$ cat src/design/delay_aware_cwnd_controller_unit_macros.svh
// Assertion macros for the delay-aware congestion window controller.
// Used by the top level only; no other dependencies.
`ifndef DELAY_AWARE_CWND_CONTROLLER_UNIT_MACROS_SVH
`define DELAY_AWARE_CWND_CONTROLLER_UNIT_MACROS_SVH

// same-cycle implication
`define DCC_ASSERT_IMP(lbl, clk, rstn, ante, cons, msg) \
    lbl: assert property (@(posedge clk) disable iff (!rstn) (ante) |-> (cons)) \
        else $error(msg);

// next-cycle implication
`define DCC_ASSERT_NXT(lbl, clk, rstn, ante, cons, msg) \
    lbl: assert property (@(posedge clk) disable iff (!rstn) (ante) |=> (cons)) \
        else $error(msg);

`endif

$ cat src/design/dcc_pkg.sv
// Shared types and constants of the delay-aware congestion window controller.
// No dependencies; imported by dcc_div and the top level.
package dcc_pkg;

    localparam int WIN_W   = 20;
    localparam int DLY_W   = 31;
    localparam int ACK_W   = 32;
    localparam int SEG_W   = 16;
    localparam int DEC_W   = 8;
    localparam int NUM_W   = 8;
    localparam int CFG_W   = 20;
    localparam int CIDX_W  = 2;
    localparam int DIVN_W  = 51;
    localparam int DIVD_W  = 31;
    localparam int CNT_W   = 6;
    localparam int IN_W    = 96;
    localparam int OUT_W   = 40;

    localparam logic [WIN_W-1:0] WIN_MAX      = '1;
    localparam logic [WIN_W-1:0] INIT_WINDOW  = 20'd10;
    localparam logic [WIN_W-1:0] CLAMP_RESET  = 20'd666;
    localparam logic [WIN_W-1:0] MIN_WIN      = 20'd2;
    localparam logic [WIN_W-1:0] DEFAULT_RTTS = 20'd20;
    localparam logic [WIN_W-1:0] START_SS     = 20'd20;
    // ceil(2^21 / 3), exact divide by 3 for 20-bit windows
    localparam logic [WIN_W-1:0] RECIP3       = 20'd699051;
    localparam logic [DLY_W-1:0] NO_SAMPLE    = '1;
    localparam logic [DEC_W-1:0] DEC_MAX      = '1;
    localparam logic [ACK_W-1:0] ACK_MAX      = '1;

    typedef enum logic [1:0] {
        MODE_RTT   = 2'd0,
        MODE_INC   = 2'd1,
        MODE_CONG  = 2'd2,
        MODE_RECOV = 2'd3
    } t_mode;

    localparam logic [CIDX_W-1:0] CFG_NUM_RTT  = 2'd0;
    localparam logic [CIDX_W-1:0] CFG_BUDGET   = 2'd1;
    localparam logic [CIDX_W-1:0] CFG_CLAMP    = 2'd2;
    localparam logic [CIDX_W-1:0] CFG_INIT_WIN = 2'd3;

    typedef struct packed {
        logic              start;
        logic [DIVN_W-1:0] dividend;
        logic [DIVD_W-1:0] divisor;
    } t_div_req;

    typedef struct packed {
        logic              done;
        logic [DIVN_W-1:0] quo;
        logic [DIVD_W-1:0] rem;
    } t_div_rsp;

endpackage

$ cat src/design/dcc_div.sv
// Shared restoring divider, one quotient bit per cycle; zero divisor reads as 1.
// Depends on dcc_pkg.
module dcc_div (
    input  logic              i_clk,
    input  logic              i_rst_n,
    input  dcc_pkg::t_div_req i_req,
    output dcc_pkg::t_div_rsp o_rsp
);
    import dcc_pkg::*;

    logic              r_busy;
    logic              r_done;
    logic [CNT_W-1:0]  r_cnt;
    logic [DIVN_W-1:0] r_quo;
    logic [DIVD_W-1:0] r_rem;
    logic [DIVD_W-1:0] r_den;
    logic [DIVD_W:0]   w_shift;
    logic [DIVD_W:0]   w_diff;
    logic              w_ge;

    assign w_shift = {r_rem, r_quo[DIVN_W-1]};
    assign w_ge    = w_shift >= {1'b0, r_den};
    assign w_diff  = w_shift - {1'b0, r_den};

    always_ff @(posedge i_clk) begin
        if (!i_rst_n) begin
            r_busy <= 1'b0;
            r_done <= 1'b0;
            r_cnt  <= '0;
        end else begin
            r_done <= 1'b0;
            if (i_req.start) begin
                r_busy <= 1'b1;
                r_cnt  <= CNT_W'(DIVN_W);
                r_quo  <= i_req.dividend;
                r_rem  <= '0;
                r_den  <= (i_req.divisor == '0) ? DIVD_W'(1) : i_req.divisor;
            end else if (r_busy) begin
                r_quo <= {r_quo[DIVN_W-2:0], w_ge};
                r_rem <= w_ge ? w_diff[DIVD_W-1:0] : w_shift[DIVD_W-1:0];
                r_cnt <= r_cnt - CNT_W'(1);
                if (r_cnt == CNT_W'(1)) begin
                    r_busy <= 1'b0;
                    r_done <= 1'b1;
                end
            end
        end
    end

    assign o_rsp = '{done: r_done, quo: r_quo, rem: r_rem};

endmodule

$ cat config.mk
export PLATFORM = sky130hd
export DESIGN_NAME = dcc_div
export DESIGN_NICKNAME = d
export VERILOG_FILES = /design/src/design/delay_aware_cwnd_controller_unit_macros.svh /design/src/design/dcc_pkg.sv /design/src/design/dcc_div.sv
export SDC_FILE = /design/constraint.sdc
export NUM_CORES = 1
export LEC_CHECK = 0
export BUFFER_PORTS_ARGS = -buffer_cell sky130_fd_sc_hd__buf_2
export CAP_MARGIN = 0
export CELL_PAD_IN_SITES_DETAIL_PLACEMENT = 1
export CELL_PAD_IN_SITES_GLOBAL_PLACEMENT = 1
export CORE_ASPECT_RATIO = 0.75
export CORE_MARGIN = 2
export CORE_UTILIZATION = 40
export CTS_CLUSTER_SIZE = 8
export DETAILED_ROUTE_END_ITERATION = 10
export MAX_ROUTING_LAYER = met4
export PLACE_DENSITY = 0.86
export SETUP_SLACK_MARGIN = 0.05
export SLEW_MARGIN = 15
export SYNTH_ARGS = -nofsm -noshare
export SYNTH_HDL_FRONTEND = slang
export SYNTH_SLANG_ARGS = --single-unit
$ cat constraint.sdc
create_clock -name i_clk -period 3.57 [get_ports i_clk]
set_input_delay 0.1785 -clock i_clk [delete_from_list [all_inputs] [get_ports i_clk]]
set_output_delay 0.1785 -clock i_clk [all_outputs]
set_load 0.02 [all_outputs]
# == Word level (Yosys, flattened, before mapping) ==
# Index checks and enable logic that the tools add are counted.
# classes
addsub,2
n_lt_le_gt_ge,1
eq_ne,1
mux,10
n_bitwise,2
reduce_logical,6
# op_table
operator,count
$mux 51,2
$mux 31,2
$ge 32x31->1,1
$logic_not 31->1,1
$sub 31x31->31,1
$mux 6,2
$eq 6x1->1 const B,1
$sub 6x1->6 const B,1
$mux 1,4
$reduce_and 2->1,2
$reduce_or 3->1,1
$not 1->1,2
$reduce_bool 2->1,1
$reduce_or 2->1,1
# word_totals
register_bits,121
in_bits,85
out_inout_bits,83

# == Depth between registers and ports, before layout ==
# depth
ltp_word,4
ltp_mapped,13
depth_no_buf,11

# == Worst setup path after synthesis ==
# OpenSTA, ideal clock, no wires.
# synth_timing
kind,input port to flip-flop
start,in i_req[82] (netlist bit)
end,reg r_quo[0] (enable)
setup_time_ns,0.447
t_arrival_ns,2.576
required_ns,3.123
path_slack_ns,0.546
cell_stages,3
n_path_buf,2
cell_sequence,clkbuf_1 -> clkbuf_1 -> o21a_1
# synth_via
elab_chain_cells,2
# synth_rtl
element,line_no,text
"start, declared",dcc_div.sv:6,"input dcc_pkg::t_div_req i_req,"
$reduce_bool 2->1 (no source line),-,
$reduce_and 2->1 (no source line),-,
"end signal, assigned",dcc_div.sv:35,r_quo <= i_req.dividend;
"end signal, assigned",dcc_div.sv:39,"r_quo <= {r_quo[DIVN_W-2:0], w_ge};"
"end, declared",dcc_div.sv:14,logic [DIVN_W-1:0] r_quo;
# Every way passes these cells.
# A chain may end at the register's enable or synchronous reset.

# == Worst setup path in the final report ==
# layout_timing
start,reg r_quo[50]
end,"reg r_rem[30], data pin"
# layout_via
elab_chain_cells,3
# layout_rtl
element,line_no,text
$sub 31x31->31 or $ge 32x31->1 (tied branches),"dcc_div.sv:23, dcc_div.sv:22",
$mux 31 (*),dcc_div.sv:40,r_rem <= w_ge ? w_diff[DIVD_W-1:0] : w_shift[DIVD_W-1:0];
$mux 31 (*),dcc_div.sv:38,end else if (r_busy) begin
"end signal, assigned",dcc_div.sv:40,
"end, declared",dcc_div.sv:15,logic [DIVD_W-1:0] r_rem;
# Every way passes the cells marked *; elsewhere a longest branch is shown, timed or not. The select of a mux whose other input is x is not followed.

==> summary.txt <==
clock-pin slew on the worst setup and hold paths - 60 ps
PostCTS Resize Cnt - 0
R2R Setup Slk - 370 ps
DRC - 0
DRT Pass-1 Iters - 4
Tcrit/Tclk final - 89.6%
CTS tree - yes
hold path cells - 2
critical path class - flop to flop
die height - 118 um
Rel. slew slack - 49.2%
final cell count without fillers - 1031
vias in the first global route - 5752
crit path time final - 3200 ps
sequential-to-total area share from yosys stat - 51.1%
hold_sp - i_req[52]
detailed placement HPWL - 14800 um
vias per cell - 5.41
die area - 0.0185 mm2
Post-DRT Antenna Nets - 0
largest area contributor in the netlist - edfxtp_1
Post-synth EDFFs - 113
LEAKAGE - 0.00366 uW
CTS buffer count - 17
gr ovfl total - 0
Fin Setup TNS - 0 ps
Die W - 156 um
Worst Setup End Kind - flop
Least-Margin Pin Slew - 762 ps
final instance area - 0.00876 mm2
first-pass GRT wire length - 31800 um
Synth top area share - 48.8%
multiplexer share of the synthesized area - 8.40%
Critical Path Source Type - flop
syn_area_per_cell - 11.0 um2
GP Congestion - 0.894
initial core utilization - 41.1%
Power Density - 535 mW/mm2
CP max stage cell - and2_4
mapped cell area - 0.00696 mm2
largest net degree at the start of global routing - 52
Compound-Gate Fraction of Synth Area - 12.6%
Max VDD drop - 0.345 mV
Synth Register Bits - 121
hold endpoint - r_quo[21]$_DFFE_PP_
Clock Skew - 8.34 ps
Cells after Synth - 634
Area Growth Syn to Fin - 25.8%
xor/xnor share of the synthesized area - 3.15%
Routed WL - 20500 um
initial antenna violation count - 1
CP cell instances - inv_1 -> ha_1 -> fa_1 -> nor2b_1 -> o2111ai_1 -> nand4b_4 -> a31oi_4 -> o2111ai_2 -> and2_4 -> o21ai_0 -> a311o_1
largest family of logic cells by synthesized area - simple AND/OR/NAND/NOR gates
Highest Clock Rate - 313 MHz
largest stage delay on the critical path - 460 ps
Required @ worst endpoint - 3740 ps
Max H-tree Level - 4
final setup fails - 0
CTS root buffer - clkbuf_16
simple-gate share of the synthesized area - 13.1%
Final Max Slew Viols - 0
final number of hold-violating endpoints - 0
layout cells sized above 1 - 33.1%
status - finished clean
worst reg2reg path depth - 11
Inst Count DP - 968
RSZ-0062 raised after global routing - false
syn_nets - 753
IO Port Bufs - 167
synth top area cells - edfxtp_1 (49%), mux2_2 (8.3%), ha_1 (5.9%)
area share of fa/ha/maj cells after synthesis - 6.22%
ys flop type - edfxtp_1
routed wire length per instance - 19.8 um
clock sink count - 121
Setup Fix Bufs, Post-CTS - 0
critical path arrival - 3360 ps
# nets final - 921
CORE AREA - 0.0169 mm2
GRT Overall Usage - 23.0%
Reg-to-Reg End - r_rem[30]$_SDFFCE_PP0P_
Starting DRT DRC Count - 374
Worst Hold Class - primary input to flop
worst skew pair latency - 420 ps
hold_buf cts - 30
Pwr Total - 4690 uW
crit-path max FO - 33
MaxCap Viol Count - 0
Area after DPL - 0.00789 mm2
site row count - 41
IO Pins - 168
routed vias - 5575
worst reg2reg startpoint - r_quo[50]$_DFFE_PP_
clock tree buffer depth - 2
Distinct cells, synth - 61
yosys warns - 0
ys async rst share - 0%
worst max-delay path by stage:
stage	from	end	slack, ps	cells past startpoint
after floorplan	i_req[82]	r_quo[0]$_DFFE_PP_	550	3
after global placement	r_quo[50]$_DFFE_PP_	r_rem[30]$_SDFFCE_PP0P_	520	11
after detailed placement	r_quo[50]$_DFFE_PP_	r_rem[30]$_SDFFCE_PP0P_	410	11
after CTS	r_quo[50]$_DFFE_PP_	r_rem[30]$_SDFFCE_PP0P_	370	11
after global routing	r_quo[50]$_DFFE_PP_	r_rem[23]$_SDFFCE_PP0P_	180	11
final	r_quo[50]$_DFFE_PP_	r_rem[30]$_SDFFCE_PP0P_	370	11
report_power, final:
| group | total (uW) | internal [uW] | switching [uW] |
|---|---|---|---|
| Sequential | 1790 | 1710 | 79.8 |
| Combinational | 1230 | 487 | 745 |
| Clock | 1660 | 1020 | 645 |
synth_stat cells (all sizes together), types with 2 or more instances:
library cell,count
a31oi,5
or3,5
nor2,25
o2111ai,3
nor2b,4
ha,33
mux2,51
o22a,2
nor3,8
xnor2,9
a211oi,5
a21o,16
and3,4
o211ai,3
nand4b,2
nand2b,8
nor3b,6
a21oi,52
edfxtp,113
or2,5
nand3,16
nor4,8
nand4,7
dfxtp,8
inv,36
buf,9
and4,2
o21ai,25
and2,2
clkbuf,48
nand3b,7
o21a,10
xor2,16
a41oi,2
o21bai,4
or3b,2
nand2,57
o31ai,3
layout by cell type (no fill, tap or decap), types with 9 or more instances in the layout:
master,count
a21o_1,16
a21oi_1,52
buf_2,166
buf_4,10
clkbuf_16,17
dlygate4sd3_1,30
edfxtp_1,113
ha_1,33
inv_1,36
mux2_2,51
nand2_1,57
nand3_1,16
nor2_1,25
o21a_1,9
o21ai_0,22
xnor2_1,9
xor2_1,16
state kept, by name, summed over array words and instances, names as in the netlist:
signal,count
r_quo,51
r_rem,31
r_done,1
r_cnt,6
r_busy,1
r_den,31
layout make-up:
cell class,count,area (um2)
antenna,1,2.50
clock buffer,19,433
clock inverter,13,128
fill,1861,8170
inverter,36,135
multi-input combinational,420,3030
sequential,121,3550
tap,215,269
timing repair buffer,206,1210
metal layers:
metal	global-route usage [%]	routed length (um)
met5	-	0
met4	7.17	486
met3	4.91	799
met2	35.1	9670
met1	30.8	9510
worst max-delay path, delay by kind of cell, from the launching register on:
family	cells	cell delay (ps)
buf+inv	1	60
simple gates	3	820
fa+ha+maj	2	630
flops	1	380
compound gates	5	1050
per-stage QoR:
stage	util, %	hold WS [ps]	setup WS [ps]
floorplan	-	296	546
global placement	46.6	371	520
detailed placement	46.6	374	410
CTS	51.7	46.2	371
global route	51.7	39.9	182
finish	51.7	56.5	371
kinds of logic (layout without fill, tap and decap cells):
kind of cell | Yosys count | in the layout
adder cells (fa/ha/maj) | 34 | 34
buffers and inverters | 93 | 274
flip-flops | 121 | 121
other | 0 | 1
AO/OA/AOI/OAI | 136 | 136
multiplexers | 52 | 52
XOR/XNOR | 25 | 25
AND/OR/NAND/NOR | 173 | 173
Power figures use the tool's default switching activity.
